File: config.mk
export PLATFORM = sky130hd
export DESIGN_NAME = hir_ctrl
export DESIGN_NICKNAME = d
export VERILOG_FILES = /design/src/hw/rtl/hir_pkg.sv /design/src/hw/rtl/hir_ctrl.sv
export SDC_FILE = /design/constraint.sdc
export NUM_CORES = 1
export LEC_CHECK = 0
export ABC_AREA = 1
export ABC_CLOCK_PERIOD_IN_PS = 1400
export BUFFER_PORTS_ARGS = -buffer_cell sky130_fd_sc_hd__buf_2
export CAP_MARGIN = 20
export CORE_MARGIN = 2
export CORE_UTILIZATION = 48
export DETAILED_ROUTE_END_ITERATION = 10
export MAX_ROUTING_LAYER = met4
export PLACE_DENSITY_LB_ADDON = 0.05
export RECOVER_POWER = 100
export SYNTH_ARGS = -nofsm -noshare
export SYNTH_HDL_FRONTEND = slang
export SYNTH_SLANG_ARGS = --single-unit
File: constraint.sdc
create_clock -name clk -period 1.4 [get_ports clk]
set_clock_uncertainty 0.05 [all_clocks]
set_input_delay 0.07 -clock clk [delete_from_list [all_inputs] [get_ports clk]]
set_output_delay 0.07 -clock clk [all_outputs]
set_load 0.03 [all_outputs]
File: src/hw/rtl/hir_pkg.sv
// Package for the homography inlier ratio block.
// Payload types, controller/datapath command and status, register indexes.
// No dependencies.
package hir_pkg;

	localparam int ACC_W = 56;  // signed accumulator for one projected coordinate
	localparam int DEN_W = 56;  // divisor magnitude
	localparam int DIV_W = 64;  // dividend and quotient
	localparam int STEP_W = 7;  // divider step count, holds DIV_W

	localparam logic [2:0] REG_H11_H12 = 3'd0;
	localparam logic [2:0] REG_H13_H21 = 3'd1;
	localparam logic [2:0] REG_H22_H23 = 3'd2;
	localparam logic [2:0] REG_H31_H32 = 3'd3;
	localparam logic [2:0] REG_H33 = 3'd4;
	localparam logic [2:0] REG_LIMIT = 3'd5;

	localparam logic [31:0] SAT_POS = 32'h7fff_ffff;
	localparam logic [31:0] SAT_NEG = 32'h8000_0000;

	typedef struct packed {
		logic signed [19:0] src_x;
		logic signed [19:0] src_y;
		logic signed [19:0] dst_x;
		logic signed [19:0] dst_y;
		logic               last_match;
	} in_item_t;

	typedef struct packed {
		logic        is_inlier;
		logic        degenerate;
		logic [16:0] inlier_count;
		logic [16:0] match_count;
		logic        ratio_valid;
		logic [16:0] set_ratio;
	} out_item_t;

	typedef enum logic [1:0] {
		DIV_X = 2'd0,
		DIV_Y = 2'd1,
		DIV_R = 2'd2
	} div_sel_t;

	typedef struct packed {
		logic     load;
		logic     mac_start;
		logic     chk;
		logic     div_start;
		div_sel_t div_sel;
		logic     err;
		logic     sq;
		logic     cmp;
		logic     upd;
		logic     emit;
	} cmd_t;

	typedef struct packed {
		logic mac_done;
		logic w_zero;
		logic div_done;
		logic ratio_go;
	} sts_t;

endpackage

File: src/hw/rtl/hir_ctrl.sv
// Controller state machine: sequences one item through the datapath and
// owns the input ready and result valid. Uses hir_pkg.
module hir_ctrl import hir_pkg::*; (
	input  logic clk,
	input  logic arst_n,
	input  logic item_valid,
	output logic item_ready,
	output logic result_valid,
	input  logic result_ready,
	input  sts_t sts,
	output cmd_t cmd
);

	typedef enum logic [11:0] {
		S_IDLE  = 12'b0000_0000_0001,
		S_MAC   = 12'b0000_0000_0010,
		S_CHK   = 12'b0000_0000_0100,
		S_DIVX  = 12'b0000_0000_1000,
		S_DIVY  = 12'b0000_0001_0000,
		S_ERR   = 12'b0000_0010_0000,
		S_SQ    = 12'b0000_0100_0000,
		S_CMP   = 12'b0000_1000_0000,
		S_UPD   = 12'b0001_0000_0000,
		S_RAT   = 12'b0010_0000_0000,
		S_RWAIT = 12'b0100_0000_0000,
		S_DONE  = 12'b1000_0000_0000
	} state_t;

	state_t state_q, state_d;
	logic   valid_q;
	logic   out_free;

	assign item_ready = state_q == S_IDLE;
	assign out_free = !valid_q || result_ready;
	assign result_valid = valid_q;

	always_comb begin
		state_d = state_q;
		cmd = '0;
		cmd.div_sel = DIV_X;
		case (state_q)
			S_IDLE: if (item_valid) begin
				cmd.load = 1'b1;
				cmd.mac_start = 1'b1;
				state_d = S_MAC;
			end
			S_MAC: if (sts.mac_done) state_d = S_CHK;
			S_CHK: begin
				cmd.chk = 1'b1;
				if (sts.w_zero) begin
					state_d = S_UPD;
				end else begin
					cmd.div_start = 1'b1;
					state_d = S_DIVX;
				end
			end
			S_DIVX: if (sts.div_done) begin
				cmd.div_start = 1'b1;
				cmd.div_sel = DIV_Y;
				state_d = S_DIVY;
			end
			S_DIVY: if (sts.div_done) state_d = S_ERR;
			S_ERR: begin
				cmd.err = 1'b1;
				state_d = S_SQ;
			end
			S_SQ: begin
				cmd.sq = 1'b1;
				state_d = S_CMP;
			end
			S_CMP: begin
				cmd.cmp = 1'b1;
				state_d = S_UPD;
			end
			S_UPD: begin
				cmd.upd = 1'b1;
				state_d = S_RAT;
			end
			S_RAT: begin
				cmd.div_sel = DIV_R;
				if (sts.ratio_go) begin
					cmd.div_start = 1'b1;
					state_d = S_RWAIT;
				end else begin
					state_d = S_DONE;
				end
			end
			S_RWAIT: if (sts.div_done) state_d = S_DONE;
			S_DONE: if (out_free) begin
				cmd.emit = 1'b1;
				state_d = S_IDLE;
			end
			default: state_d = S_IDLE;
		endcase
	end

	always_ff @(posedge clk or negedge arst_n) begin
		if (!arst_n) begin
			state_q <= S_IDLE;
			valid_q <= 1'b0;
		end else begin
			state_q <= state_d;
			if (cmd.emit) valid_q <= 1'b1;
			else if (result_ready) valid_q <= 1'b0;
		end
	end

endmodule

==> flow_summary.json <==
{
  "synth-xor-area-share_pct": 0,
  "viasPerCell": 5.84,
  "drv_slew": 0,
  "htree_levels": 1,
  "reg2reg_to": "state_q[0]",
  "final_cell_mix": "buf_4, inv_1, buf_6",
  "p_leak_nw": 1.03,
  "grtUsageTotal_pct": 30.1,
  "maxSlewHeadroom_pct": 46.7,
  "highest_layer": "met4",
  "peakVddDrop_uv": 1680,
  "gr-total-overflow": 0,
  "startpoint_type": "flop",
  "grt_pass1_wl_mm": 5.44,
  "hold_path_class": "input pin to flop",
  "worst_pin_slew_ps": 799,
  "final_util_pct": 93.2,
  "timing.critical_path.to_type": "flop",
  "placed_area_um2": 1290,
  "max_freq_mhz": 549,
  "crit_fanout": 4,
  "root_buffer": "clkbuf_4",
  "drt_iter0_markers": 132,
  "wl_met1_mm": 1.62,
  "grt_max_degree": 14,
  "grt_setup_unrepaired": "yes",
  "synth-warning-count": 0,
  "cts.sinks": 13,
  "slowest_stage": "dfrtp_1",
  "synth-simple-area-share_pct": 48.0,
  "synth_area_um2": 975,
  "postSynthCellCount": 140,
  "num_vias": 1413,
  "num_antenna_cells": 0,
  "drt-total-wl_mm": 4.65,
  "start_util_pct": 50.2,
  "antenna_found_initial": 0,
  "die_w_um": 49.1,
  "synth_top_family_by_area": "simple AND/OR/NAND/NOR gates",
  "final_nets": 224,
  "dr.pass1.iters": 4,
  "synthDistinctLibCells": 20,
  "synthMuxAreaShare_pct": 0,
  "period_share_pct": 130,
  "syn_to_final_growth_pct": 85.8,
  "critical_path.cell_chain": "buf_6 -> inv_2 -> nand2_2 -> nor3_4 -> nand2_4 -> nor2_2 -> nor2_2 -> nand2_4 -> inv_4 -> nand2_2 -> nand2_2 -> inv_1",
  "min-delay-start": "sts[2]",
  "hold_path_end": "state_q[8]",
  "insertion_delay_ps": 280,
  "finalHoldViolations": 0,
  "cp_top_family": "simple AND/OR/NAND/NOR gates",
  "worstSetupPathType": "flop to flop",
  "r2r-start": "state_q[2]",
  "period_needed_ps": 1820,
  "place_congestion": 0.863,
  "clk_pin_slew_ps": 100,
  "clockBufferDepth": 2,
  "powerDensity_nw_per_um2": 1410,
  "die-area_um2": 2410,
  "rr_worst_depth": 12,
  "synth_area_leaders": "dfrtp_1, nand2_1, inv_1",
  "synthAdderAreaFrac_pct": 0,
  "portBuffers": 20,
  "core-area_um2": 1940,
  "final_common_cell": "buf_4",
  "syn-num-nets": 148,
  "numPlacedInstances": 207,
  "fin_cells": 242,
  "routedWlPerCell_um": 19.2,
  "finalPower_mw": 2.55,
  "avgSynthCellArea_um2": 6.96,
  "setup_viol": 20,
  "rows": 16,
  "seq_area_frac_synth_pct": 33.5,
  "layout-drive-gt1-share_pct": 60.5,
  "outcome": "complete, but fails checks",
  "numCtsBuffers": 3,
  "io_pins": 21,
  "critPathMaxStageDelay_ps": 440,
  "maxCapViolCount": 0,
  "critical_path_buf_inv_count": 4,
  "place_ws_ps": -133,
  "wl_met2_mm": 2.22,
  "rrSetupSlack_ps": -420,
  "grt_pass1_vias": 1293,
  "synth-compound-area-share_pct": 5.01,
  "stdcell_area_um2": 1810,
  "required_ps": 1580,
  "hold-path-cell-count": 3,
  "ys_ff_latch": 13,
  "setup_ws_ps": -421,
  "die_y_um": 49.1,
  "ant_nets": 0,
  "cts_tree": "done",
  "cpMostUsedCell": "nand2_2",
  "dp_hpwl_mm": 1.92,
  "synth_top_area_share_pct": 30.8,
  "drc": 0,
  "synth_area_leader_cell": "dfrtp_1",
  "violations": "negative setup slack",
  "critPathArrivalTime_ps": 2000,
  "dr_wl_met3_um": 409
}
per-stage QoR:
stage,hold WS [ps],TNS (ps)
after floorplan,-276,-23.8
after global placement,-76.7,-493
after detailed placement,-61.9,-409
after CTS,68.0,-3640
after global routing,77.4,-6850
final,101,-5970
cell families (layout without fill, tap and decap cells):
| group | Yosys count | in the layout |
|---|---|---|
| DFF | 13 | 13 |
| buffers and inverters | 34 | 109 |
| and+or+nand+nor | 85 | 85 |
| AOI/OAI and AO/OA | 8 | 8 |
flip-flops by register name (all words and copies together), names as in the netlist:
signal        flops
state_q          12
result_valid      1
power breakdown:
part	internal [mW]	switching, mW
clock	0.106	0.151
sequential	0.431	0.0531
combinational	0.781	1.02
cell type report:
class / instances / area [µm²]
fillers: 60 / 131
repair buffers: 72 / 611
clock buffers: 3 / 22.5
well taps: 27 / 33.8
clock inverters: 1 / 5.00
multi-input cells: 93 / 683
inverters: 33 / 129
flip-flops and latches: 13 / 327
worst max path at each step:
stage / startpoint / endpoint / cells after the start
5_1_grt: state_q[10] / cmd[3] / 7
3_5_place_dp: state_q[5] / cmd[7] / 8
4_1_cts: state_q[9] / cmd[7] / 8
6_report: state_q[2] / state_q[0] / 12
3_3_place_gp: state_q[3] / cmd[7] / 8
2_1_floorplan: state_q[4] / cmd[7] / 7
what timing repair did:
action / 4_1_cts / 5_1_grt
hold buffers: 4 / 0
endpoints found under the hold margin: 16 / 0
buffers inserted: 19 / 8
setup endpoints to repair: 18 / 20
pin swaps: 16 / 14
resized for setup: 55 / 22
cell usage after synthesis, drive strengths merged:
library cell  instances
buf                   1
nand4                 1
nand3                11
o21ai                 7
o22ai                 1
dfrtp                12
inv                  33
nor3                  6
nand2                41
nor2                 26
dfstp                 1
worst register-to-register path, stage by stage (launching register included):
cell and delay [ps]:
dfrtp_1 440, buf_6 150, inv_2 60, nand2_2 90, nor3_4 270, nand2_4 100, nor2_2 130, nor2_2 80
nand2_4 120, inv_4 60, nand2_2 80, nand2_2 60, inv_1 80
metal layers:
metal  vias up  GRT usage [%]
met1       659           35.3
met5         -              -
met4         0           12.9
li1        568              -
met2       133           50.5
met3        53           5.21
(Power assumes the default switching activity.)
